===== config.mk =====
export PLATFORM = sky130hd
export DESIGN_NAME = masked_weighted_window_average
export DESIGN_NICKNAME = d
export VERILOG_FILES = /design/src/mwwa_pkg.sv /design/src/mwwa_front.sv /design/src/mwwa_queue.sv /design/src/mwwa_divider.sv /design/src/masked_weighted_window_average.sv
export SDC_FILE = /design/constraint.sdc
export NUM_CORES = 2
export LEC_CHECK = 0
export BUFFER_PORTS_ARGS = -buffer_cell sky130_fd_sc_hd__buf_4
export CORE_UTILIZATION = 50
export CTS_BUF_LIST = sky130_fd_sc_hd__clkbuf_16
export CTS_CLUSTER_SIZE = 16
export DETAILED_ROUTE_END_ITERATION = 10
export PLACE_DENSITY_LB_ADDON = 0.15
export SLEW_MARGIN = 20
export SYNTH_ARGS = -nofsm -noshare
export SYNTH_HDL_FRONTEND = slang
export SYNTH_SLANG_ARGS = --single-unit

===== constraint.sdc =====
create_clock -name i_clk -period 10 [get_ports i_clk]
set_input_delay 3 -clock i_clk [delete_from_list [all_inputs] [get_ports i_clk]]
set_output_delay 3 -clock i_clk [all_outputs]
set_load 0.01 [all_outputs]

===== src/mwwa_pkg.sv =====
`timescale 1ns / 1ps
// ----------------------------------------------------------------------------
// mwwa_pkg
// Shared widths, types and constants of the masked weighted window average.
// ----------------------------------------------------------------------------
package mwwa_pkg;

    localparam int SAMPLE_W    = 32;
    localparam int WEIGHT_W    = 16;
    localparam int PROD_W      = SAMPLE_W + WEIGHT_W + 1;   // signed x {0,unsigned}
    localparam int WSUM_W      = 58;
    localparam int WTOT_W      = 26;

    localparam int QUEUE_DEPTH = 2;
    localparam int QPTR_W      = $clog2(QUEUE_DEPTH);
    localparam int QCNT_W      = $clog2(QUEUE_DEPTH + 1);

    localparam int DIV_STEPS   = WSUM_W;
    localparam int STEP_W      = $clog2(DIV_STEPS);

    // one finished window, waiting for its division
    typedef struct packed {
        logic [WSUM_W-1:0] wsum;
        logic [WTOT_W-1:0] wtot;
    } t_window;

endpackage


===== src/mwwa_front.sv =====
`timescale 1ns / 1ps
// ----------------------------------------------------------------------------
// mwwa_front
// Takes cell beats, registers weight * sample, accumulates both sums and
// pushes the finished sums of a window into the queue on its last cell.
// ----------------------------------------------------------------------------
module mwwa_front (
    input  logic                               i_clk,
    input  logic                               i_rst_n,
    input  logic                               start,
    output logic                               busy,
    input  logic signed [mwwa_pkg::SAMPLE_W-1:0] i_sample,
    input  logic                               i_sample_missing,
    input  logic        [mwwa_pkg::WEIGHT_W-1:0] i_weight,
    input  logic                               i_last_of_window,
    input  logic        [mwwa_pkg::QCNT_W-1:0] i_q_level,
    output logic                               o_push,
    output mwwa_pkg::t_window                  o_push_data
);

    logic                                r_p_valid, n_p_valid;
    logic                                r_p_last;
    logic signed [mwwa_pkg::PROD_W-1:0]  r_prod;
    logic        [mwwa_pkg::WEIGHT_W-1:0] r_w;
    logic        [mwwa_pkg::WSUM_W-1:0]  r_wsum, n_wsum;
    logic        [mwwa_pkg::WTOT_W-1:0]  r_wtot, n_wtot;

    logic                                w_accept;
    logic signed [mwwa_pkg::PROD_W-1:0]  w_prod;
    logic        [mwwa_pkg::WSUM_W-1:0]  w_sum_add;
    logic        [mwwa_pkg::WTOT_W-1:0]  w_tot_add;
    logic        [mwwa_pkg::QCNT_W:0]    w_committed;

    // queue slots already spoken for: stored windows plus a last cell in flight
    assign w_committed = {1'b0, i_q_level} + {{mwwa_pkg::QCNT_W{1'b0}}, r_p_valid & r_p_last};
    assign busy        = (w_committed >= (mwwa_pkg::QCNT_W + 1)'(mwwa_pkg::QUEUE_DEPTH));
    assign w_accept    = start & ~busy;

    assign w_prod = $signed(i_sample) * $signed({1'b0, i_weight});

    assign w_sum_add = r_wsum + {{(mwwa_pkg::WSUM_W - mwwa_pkg::PROD_W){r_prod[mwwa_pkg::PROD_W-1]}},
                                 r_prod};
    assign w_tot_add = r_wtot + {{(mwwa_pkg::WTOT_W - mwwa_pkg::WEIGHT_W){1'b0}}, r_w};

    always_comb begin
        n_p_valid = w_accept;
        n_wsum    = r_wsum;
        n_wtot    = r_wtot;
        if (r_p_valid) begin
            if (r_p_last) begin
                n_wsum = '0;
                n_wtot = '0;
            end else begin
                n_wsum = w_sum_add;
                n_wtot = w_tot_add;
            end
        end
    end

    assign o_push           = r_p_valid & r_p_last;
    assign o_push_data.wsum = w_sum_add;
    assign o_push_data.wtot = w_tot_add;

    always_ff @(posedge i_clk) begin
        if (!i_rst_n) begin
            r_p_valid <= 1'b0;
            r_wsum    <= '0;
            r_wtot    <= '0;
        end else begin
            r_p_valid <= n_p_valid;
            r_wsum    <= n_wsum;
            r_wtot    <= n_wtot;
        end
    end

    // missing cells enter as zero weight and zero product
    always_ff @(posedge i_clk) begin
        if (w_accept) begin
            r_p_last <= i_last_of_window;
            r_prod   <= i_sample_missing ? '0 : w_prod;
            r_w      <= i_sample_missing ? '0 : i_weight;
        end
    end

endmodule


===== src/mwwa_queue.sv =====
`timescale 1ns / 1ps
// ----------------------------------------------------------------------------
// mwwa_queue
// Small FIFO of finished window sums between accumulator and divider.
// ----------------------------------------------------------------------------
module mwwa_queue (
    input  logic                          i_clk,
    input  logic                          i_rst_n,
    input  logic                          i_push,
    input  mwwa_pkg::t_window             i_push_data,
    input  logic                          i_pop,
    output mwwa_pkg::t_window             o_head,
    output logic                          o_empty,
    output logic [mwwa_pkg::QCNT_W-1:0]   o_level
);

    mwwa_pkg::t_window                 r_slot [mwwa_pkg::QUEUE_DEPTH];
    logic [mwwa_pkg::QPTR_W-1:0]       r_wr_ptr, n_wr_ptr;
    logic [mwwa_pkg::QPTR_W-1:0]       r_rd_ptr, n_rd_ptr;
    logic [mwwa_pkg::QCNT_W-1:0]       r_level, n_level;

    always_comb begin
        n_wr_ptr = r_wr_ptr;
        n_rd_ptr = r_rd_ptr;
        n_level  = r_level;
        if (i_push) begin
            n_wr_ptr = (r_wr_ptr == mwwa_pkg::QPTR_W'(mwwa_pkg::QUEUE_DEPTH - 1)) ? '0
                                                                                  : r_wr_ptr + 1'b1;
        end
        if (i_pop) begin
            n_rd_ptr = (r_rd_ptr == mwwa_pkg::QPTR_W'(mwwa_pkg::QUEUE_DEPTH - 1)) ? '0
                                                                                  : r_rd_ptr + 1'b1;
        end
        case ({i_push, i_pop})
            2'b10:   n_level = r_level + 1'b1;
            2'b01:   n_level = r_level - 1'b1;
            default: n_level = r_level;
        endcase
    end

    always_ff @(posedge i_clk) begin
        if (!i_rst_n) begin
            r_wr_ptr <= '0;
            r_rd_ptr <= '0;
            r_level  <= '0;
        end else begin
            r_wr_ptr <= n_wr_ptr;
            r_rd_ptr <= n_rd_ptr;
            r_level  <= n_level;
        end
    end

    always_ff @(posedge i_clk) begin
        if (i_push) begin
            r_slot[r_wr_ptr] <= i_push_data;
        end
    end

    assign o_head  = r_slot[r_rd_ptr];
    assign o_empty = (r_level == '0);
    assign o_level = r_level;

endmodule


===== src/mwwa_divider.sv =====
`timescale 1ns / 1ps
// ----------------------------------------------------------------------------
// mwwa_divider
// Pops one window's sums, divides sign-magnitude with a restoring divider
// (one quotient bit per cycle), saturates to 32 bits and strobes the result.
// ----------------------------------------------------------------------------
module mwwa_divider (
    input  logic                                 i_clk,
    input  logic                                 i_rst_n,
    input  logic                                 i_q_empty,
    input  mwwa_pkg::t_window                    i_q_head,
    output logic                                 o_pop,
    output logic                                 o_valid,
    output logic signed [mwwa_pkg::SAMPLE_W-1:0] o_average,
    output logic                                 o_average_missing
);

    localparam logic [1:0] ST_IDLE = 2'd0;
    localparam logic [1:0] ST_DIV  = 2'd1;
    localparam logic [1:0] ST_SAT  = 2'd2;

    logic [1:0]                    r_state, n_state;
    logic [mwwa_pkg::STEP_W-1:0]   r_step, n_step;
    logic                          r_valid, n_valid;
    logic                          r_neg;
    logic                          r_miss;
    logic [mwwa_pkg::WSUM_W-1:0]   r_mag;      // dividend, then quotient
    logic [mwwa_pkg::WTOT_W-1:0]   r_tot;
    logic [mwwa_pkg::WTOT_W-1:0]   r_rem;
    logic [mwwa_pkg::SAMPLE_W-1:0] r_avg;
    logic                          r_avg_miss;

    logic [mwwa_pkg::WSUM_W-1:0]   w_abs;
    logic [mwwa_pkg::WTOT_W:0]     w_rem_sh;
    logic                          w_ge;
    logic [mwwa_pkg::WTOT_W:0]     w_rem_sub;
    logic                          w_pos_ovf;
    logic                          w_neg_ovf;
    logic [mwwa_pkg::SAMPLE_W-1:0] w_sat;

    assign w_abs = i_q_head.wsum[mwwa_pkg::WSUM_W-1] ? (~i_q_head.wsum + 1'b1) : i_q_head.wsum;

    assign w_rem_sh  = {r_rem, r_mag[mwwa_pkg::WSUM_W-1]};
    assign w_ge      = (w_rem_sh >= {1'b0, r_tot});
    assign w_rem_sub = w_rem_sh - {1'b0, r_tot};

    // saturation bounds: +0x7FFFFFFF, -0x80000000
    assign w_pos_ovf = (r_mag[mwwa_pkg::WSUM_W-1:mwwa_pkg::SAMPLE_W-1] != '0);
    assign w_neg_ovf = (r_mag[mwwa_pkg::WSUM_W-1:mwwa_pkg::SAMPLE_W] != '0)
                     || (r_mag[mwwa_pkg::SAMPLE_W-1] && (r_mag[mwwa_pkg::SAMPLE_W-2:0] != '0));

    always_comb begin
        if (r_miss) begin
            w_sat = '0;
        end else if (r_neg) begin
            w_sat = w_neg_ovf ? {1'b1, {(mwwa_pkg::SAMPLE_W-1){1'b0}}}
                              : (~r_mag[mwwa_pkg::SAMPLE_W-1:0] + 1'b1);
        end else begin
            w_sat = w_pos_ovf ? {1'b0, {(mwwa_pkg::SAMPLE_W-1){1'b1}}}
                              : r_mag[mwwa_pkg::SAMPLE_W-1:0];
        end
    end

    assign o_pop = (r_state == ST_IDLE) & ~i_q_empty;

    always_comb begin
        n_state = r_state;
        n_step  = r_step;
        n_valid = 1'b0;
        case (r_state)
            ST_IDLE: begin
                n_step = '0;
                if (!i_q_empty) begin
                    n_state = (i_q_head.wtot == '0) ? ST_SAT : ST_DIV;
                end
            end
            ST_DIV: begin
                n_step = r_step + 1'b1;
                if (r_step == mwwa_pkg::STEP_W'(mwwa_pkg::DIV_STEPS - 1)) begin
                    n_state = ST_SAT;
                end
            end
            ST_SAT: begin
                n_valid = 1'b1;
                n_state = ST_IDLE;
            end
            default: begin
                n_state = ST_IDLE;
            end
        endcase
    end

    always_ff @(posedge i_clk) begin
        if (!i_rst_n) begin
            r_state <= ST_IDLE;
            r_step  <= '0;
            r_valid <= 1'b0;
        end else begin
            r_state <= n_state;
            r_step  <= n_step;
            r_valid <= n_valid;
        end
    end

    always_ff @(posedge i_clk) begin
        if (o_pop) begin
            r_neg <= i_q_head.wsum[mwwa_pkg::WSUM_W-1];
            r_miss <= (i_q_head.wtot == '0);
            r_mag <= w_abs;
            r_tot <= i_q_head.wtot;
            r_rem <= '0;
        end else if (r_state == ST_DIV) begin
            r_mag <= {r_mag[mwwa_pkg::WSUM_W-2:0], w_ge};
            r_rem <= w_ge ? w_rem_sub[mwwa_pkg::WTOT_W-1:0] : w_rem_sh[mwwa_pkg::WTOT_W-1:0];
        end
        if (r_state == ST_SAT) begin
            r_avg      <= w_sat;
            r_avg_miss <= r_miss;
        end
    end

    assign o_valid           = r_valid;
    assign o_average         = r_avg;
    assign o_average_missing = r_avg_miss;

endmodule


===== src/masked_weighted_window_average.sv =====
`timescale 1ns / 1ps
// ----------------------------------------------------------------------------
// masked_weighted_window_average
// Weighted mean of one filter window, skipping missing cells.
// Throughput: one cell per cycle while busy is low; a new window enters the
//   58-step restoring divider only when it is idle (two-entry queue absorbs
//   short windows). Last cell: registered, queued, popped, divided (skipped
//   if weight sum is zero), saturated, strobed. Receiver cannot stall.
// Reset: synchronous active low; clears sums, queue and divider, no result.
// ----------------------------------------------------------------------------
module masked_weighted_window_average (
    input  logic                                 i_clk,
    input  logic                                 i_rst_n,
    input  logic                                 start,
    output logic                                 busy,
    input  logic signed [mwwa_pkg::SAMPLE_W-1:0] i_sample,
    input  logic                                 i_sample_missing,
    input  logic        [mwwa_pkg::WEIGHT_W-1:0] i_weight,
    input  logic                                 i_last_of_window,
    output logic                                 o_valid,
    output logic signed [mwwa_pkg::SAMPLE_W-1:0] o_average,
    output logic                                 o_average_missing
);

    logic                          w_push;
    mwwa_pkg::t_window             w_push_data;
    logic                          w_pop;
    mwwa_pkg::t_window             w_head;
    logic                          w_empty;
    logic [mwwa_pkg::QCNT_W-1:0]   w_level;

    mwwa_front u_front (
        .i_clk            (i_clk),
        .i_rst_n          (i_rst_n),
        .start            (start),
        .busy             (busy),
        .i_sample         (i_sample),
        .i_sample_missing (i_sample_missing),
        .i_weight         (i_weight),
        .i_last_of_window (i_last_of_window),
        .i_q_level        (w_level),
        .o_push           (w_push),
        .o_push_data      (w_push_data)
    );

    mwwa_queue u_queue (
        .i_clk       (i_clk),
        .i_rst_n     (i_rst_n),
        .i_push      (w_push),
        .i_push_data (w_push_data),
        .i_pop       (w_pop),
        .o_head      (w_head),
        .o_empty     (w_empty),
        .o_level     (w_level)
    );

    mwwa_divider u_divider (
        .i_clk             (i_clk),
        .i_rst_n           (i_rst_n),
        .i_q_empty         (w_empty),
        .i_q_head          (w_head),
        .o_pop             (w_pop),
        .o_valid           (o_valid),
        .o_average         (o_average),
        .o_average_missing (o_average_missing)
    );

    // busy must keep the queue from overflowing
    a_no_push_when_full: assert property (@(posedge i_clk) disable iff (!i_rst_n)
        !(w_push && !w_pop && (w_level == mwwa_pkg::QCNT_W'(mwwa_pkg::QUEUE_DEPTH))))
        else $error("window pushed into full queue");

    a_level_bound: assert property (@(posedge i_clk) disable iff (!i_rst_n)
        w_level <= mwwa_pkg::QCNT_W'(mwwa_pkg::QUEUE_DEPTH))
        else $error("queue level out of range");

    a_single_strobe: assert property (@(posedge i_clk) disable iff (!i_rst_n)
        o_valid |=> !o_valid)
        else $error("result strobe longer than one cycle");

    a_missing_is_zero: assert property (@(posedge i_clk) disable iff (!i_rst_n)
        (o_valid && o_average_missing) |-> (o_average == '0))
        else $error("missing result carries nonzero average");

endmodule

* Yosys cells after proc, flatten, opt, wreduce, memory -nomap -nowiden
Memories as Yosys holds them, arrays and structs flattened. A register that Yosys moved wholly into a read port is not among the register bits. Cells that the tools add are included.
Word-level totals: flip-flop bits (word level) 309, memory bits (writable) 168, bits of input ports 53, output and inout port bits 35, memories kept 1
Operators by class: add/subtract/negate cells 11, multipliers 1, $lt $le $gt $ge 2, eq/ne operators 7, multiplexer cells 22, bitwise operators 7, reduce and logical (&&, ||, !) cells 12
Memories:
- u_queue.r_slot | depth 2, bits a word 84, rd ports 1, clocked after Yosys merged registers in 1, wr ports 1, RTL line mwwa_queue.sv:17 | mwwa_pkg::t_window r_slot [mwwa_pkg::QUEUE_DEPTH];
Operator list (number):
- $mux 58 | 4
- $mux 32 | 3
- $add 58x1->58 const B | 1
- $add 58x58->58 | 1
- $not 58->58 | 1
- $mux 26 | 2
- $mul 32x17->49 | 1
- $add 32x1->32 const B | 1
- $not 32->32 | 1
- $reduce_bool 31->1 | 1
- $ge 27x26->1 | 1
- $reduce_bool 27->1 | 1
- $add 26x16->26 | 1
- $logic_not 26->1 | 1
- $reduce_bool 26->1 | 1
- $sub 26x26->26 | 1
- $pmux 6 s2 | 1
- $pmux 2 s2 | 2
- $mux 1 | 7
- $add 6x1->6 const B | 1
- $eq 6x6->1 const B | 1
- $mux 2 | 3
- $reduce_bool 2->1 | 3
- $eq 2x1->1 const B | 2
- 14 further kinds | 20

* Logic depth before layout (Yosys ltp)
depth in word-level cells 5, depth in mapped cells 27, gate-level depth less buffers 25

* Cells and area by module
A second synthesis with hierarchy kept.
Unflattened totals: cells, all modules 4413, area total of the unflattened synthesis 43334.1 um^2
By module, submodules not included:
- mwwa_front | instances 1, cells each 3109, area each 27695.3 um^2, seq. area each 3683.5 um^2
- mwwa_divider | instances 1, cells each 1022, area each 9380.2 um^2, seq. area each 4274.1 um^2
- mwwa_queue | instances 1, cells each 282, area each 6258.5 um^2, seq. area each 5144.9 um^2

* Worst setup path before layout
OpenSTA, ideal clock, no wires.
kind input-to-reg, start input port i_sample[31] in the netlist's numbering, end register u_front.r_prod[46] in the netlist's numbering, data pin, library setup time 266 ps, arrival time 8836 ps, setup slack 898 ps, stages on the path 22, cells stage by stage clkbuf_1 nand2_1 inv_1 fa_1 inv_1 fa_1 inv_1 fa_1 fa_1 fa_1 inv_1 fa_1 inv_1 ha_1 a21o_1 a21o_1 a21o_1 a2111oi_0 o21ai_0 a41oi_1 xnor2_1 nor2_1
On the way: cells in the longest elaborated chain, start to end 1
Ends and longest elaborated chain:
- start: declaration | RTL line masked_weighted_window_average.sv:16 | input logic signed [mwwa_pkg::SAMPLE_W-1:0] i_sample,
- $mul 32x17->49 | RTL line mwwa_front.sv:39 | assign w_prod = $signed(i_sample) * $signed({1'b0, i_weight});
- end signal: assignment | RTL line mwwa_front.sv:80 | r_prod <= i_sample_missing ? '0 : w_prod;
- end: declaration | RTL line mwwa_front.sv:23 | logic signed [mwwa_pkg::PROD_W-1:0] r_prod;
Every way passes these cells. A chain may end at the register's enable or synchronous reset.

* Worst setup path after layout
start input port i_weight[8] in the netlist's numbering, end register u_front.r_prod[46] in the netlist's numbering, data pin
On the way: cells in the longest elaborated chain, start to end 1
Ends and longest elaborated chain:
- start: declaration | RTL line masked_weighted_window_average.sv:18 | input logic [mwwa_pkg::WEIGHT_W-1:0] i_weight,
- $mul 32x17->49 | RTL line mwwa_front.sv:39
Every way passes these cells.

==> reports/qor.yml <==
dp.cells: 5497
initial_antenna_violation_count: 1
clkTransAtPathRegs_ps: 70
asyncSetResetFlopFracSynth: 0
grt_setup_unrepaired: "no"
seq_area_frac_synth: 0.303
ys_ff_latch: 478
worst_hold_stages: 2
clock_sink_count: 478
max_clock_freq_mhz: 112
via_count_of_the_first_global_routing_pass: 30547
syn_area_sq_um: 43300
finalWirelength_microns: 98600
grt_first_pass_wirelength_microns: 162000
core_area_sq_um: 85400
holdCritPathClass: "reg2reg"
via_per_inst: 5.43
cts.htree.levels: 2
postCtsHoldBufs: 0
result_of_the_run: "finished clean"
crit_slowest_cell: "sky130_fd_sc_hd__fa_1"
io-pin-count: 88
num-fill-cells: 7762
drt_drc_violations_left: 0
fp-row-count: 107
drive_gt1_frac: 0.0563
regToRegEndpoint: "u_divider.r_mag[55]"
die_w_microns: 296
effective_utilization_at_floorplan: 0.507
global_route.overflow_total: 0
synth_top_area_cell: "sky130_fd_sc_hd__edfxtp_1"
antenna_violating_nets_post_route: 0
cts.path.max_buffers: 3
drv_cap: 0
path_cells: "buf_4 -> nand2_1 -> fa_1 -> inv_1 -> fa_1 -> inv_1 -> fa_1 -> inv_1 -> fa_1 -> fa_1 -> fa_1 -> ha_1 -> a21o_1 -> a21o_1 -> a211o_1 -> a21oi_1 -> o32a_1 -> and3_1 -> o21ai_0 -> a41oi_1 -> xnor2_1 -> nor2_1"
die_y_microns: 296
tritoncts.num_buffers: 47
areaGrowthSynthToFinish_pct: 7.10
final_common_cell: "sky130_fd_sc_hd__inv_1"
cts.repair.resized: 0
timing.critical_path.to_type: "register"
worst_setup_path_class: "in2reg"
final.setup_skew_ps: 32.1
global_route.usage.total: 0.231
avgSynthCellArea_sq_um: 9.75
timing_max_transition_violations_final: 0
cts_tree: "yes"
routabilityCongestion: 0.890
maximum_number_of_pins_on_one_net_before_global_route_repair: 113
regArea_sq_um: 13100
synth.yosys.warnings: 0
regToRegSetupSlack_ps: 5360
post-route-cell-area_sq_um: 46400
finalCriticalPeriod_ps: 8960
first_pass_iters: 5
hold_viol: 0
finish.net_count: 5168
synthCells: 4441
synth-main-ff-cell: "sky130_fd_sc_hd__edfxtp_1"
worstPathArrival_ps: 9260
cp-start-kind: "input port"
setup_total_negative_slack_ps: 0
clk_latency_ps: 600
cp_top_family: "adder cells"
worst_ep_required_time_ps: 10300
mostFrequentLayoutCells: "633 x sky130_fd_sc_hd__inv_1, 495 x sky130_fd_sc_hd__nand2_1, 492 x sky130_fd_sc_hd__fa_1"
hpwl_after_detailed_placement_microns: 76000
design.die.area_sq_um: 87800
placedInstanceArea_sq_um: 44800
multi_input_area_sq_um: 27100
root_buffer: "sky130_fd_sc_hd__clkbuf_16"
holdCritStartpoint: "u_divider.r_rem[4]"
count_of_routing_violations_after_the_opening_detailed_route_iteration: 1978
worst_pin_slew_ps: 1020
post_synthesis_net_count: 5207
synth_area_leaders: "sky130_fd_sc_hd__edfxtp_1 24%, sky130_fd_sc_hd__fa_1 23%, sky130_fd_sc_hd__ha_1 6.4%"
maxSlewHeadroom: 0.323
via_count: 30313
layout.cells.non_filler: 5585
detail_route.wl_per_cell_microns: 17.7
port-buffer-count: 87
yosys.area.top_type_share: 0.245
synth_enable_flop_cells: 353
worst_r2r_path_depth: 11
min_delay_worst_endpoint: "u_divider.r_rem[4]"
post-route-period-util: 0.896
critPathMostFrequentCell: "sky130_fd_sc_hd__fa_1"
report.final.setup_viol: 0
netlist-cell-type-count: 77
critical_path_fanouts_max: 33
antenna_cells_inserted: 0
timing.critical_path.slowest_cell_delay_ps: 550
total_buffers_and_inverters_traversed_by_the_critical_path: 4
number_of_post_cts_setup_repair_buffers: 0
-- cells in the mapped netlist, drive strengths merged (62+ instances only) --
| cell | n |
|---|---|
| ha | 221 |
| mux2i | 63 |
| dfxtp | 125 |
| nor3 | 62 |
| and2 | 256 |
| inv | 625 |
| edfxtp | 353 |
| clkbuf | 174 |
| fa | 492 |
| a21o | 73 |
| xnor2 | 123 |
| nand2 | 495 |
| nor2 | 189 |
| xor2 | 85 |
| o21ai | 206 |
| nor2b | 103 |
| a21oi | 178 |
-- routing by layer --
metal | vias up | wire (microns) | track usage
met5 | - | 0 | 0
met4 | 0 | 2060 | 0.0543
met3 | 128 | 4910 | 0.0276
met2 | 742 | 44000 | 0.369
met1 | 14784 | 47600 | 0.335
li1 | 14659 | - | -
-- logic make-up (layout without fill, tap and decap cells) --
logic type,count (synthesis),count (layout),share of synthesized area
xor+xnor,209,209,0.0426
flops,478,478,0.303
simple gates,1351,1351,0.155
mux,96,96,0.0231
fa+ha+maj,713,713,0.291
buf+inv,823,823,0.0717
compound gates,771,771,0.113
-- worst max path at each step --
stage	startpoint	end	cells past startpoint
after floorplan	i_sample[31]	u_front.r_prod[46]	22
after global placement	i_weight[8]	u_front.r_prod[46]	22
after detailed placement	i_weight[8]	u_front.r_prod[47]	23
after CTS	i_weight[8]	u_front.r_prod[46]	22
after global routing	i_weight[2]	u_front.r_prod[43]	23
final	i_weight[8]	u_front.r_prod[46]	22
-- registers in the layout, summed over array words and instances, names as in the netlist, named ones only --
signal / cells
u_divider.r_tot: 26
u_divider.o_valid: 1
u_divider.o_average: 32
u_divider.r_state: 2
u_divider.o_average_missing: 1
u_queue.o_level: 2
u_front.r_p_last: 1
u_queue.r_rd_ptr: 1
u_divider.r_rem: 26
u_front.r_p_valid: 1
u_front.r_wtot: 26
u_divider.r_miss: 1
u_queue.r_slot: 168
u_divider.r_step: 6
u_divider.r_mag: 58
u_front.r_wsum: 58
u_front.r_w: 16
u_divider.r_neg: 1
u_front.r_prod: 49
u_queue.r_wr_ptr: 1
-- through the flow --
stage	utilization	hold slack [ps]	worst slack (ps)
after floorplan	-	448	898
after global placement	0.525	464	562
after detailed placement	0.525	466	476
after CTS	0.543	485	1090
after global routing	0.543	503	629
final	0.543	484	1040
-- worst register-to-register path: cells and delay by family, from the launching register on --
family	cells	cell delay (ps)
buffers and inverters	1	840
flip-flops	1	910
AND/OR/NAND/NOR	7	2140
AO/OA/AOI/OAI	2	340
XOR/XNOR	1	120
-- area by class of cell --
cell class                 count  area share
multi-input combinational   3140       0.585
inverter                     626      0.0507
timing repair buffer         109      0.0176
clock inverter                40     0.00745
sequential                   478       0.283
clock buffer                  48      0.0259
tap                         1144      0.0309
Power is not shown: default switching activity piles up to over one toggle a cycle in this logic, so the estimate is an artifact.
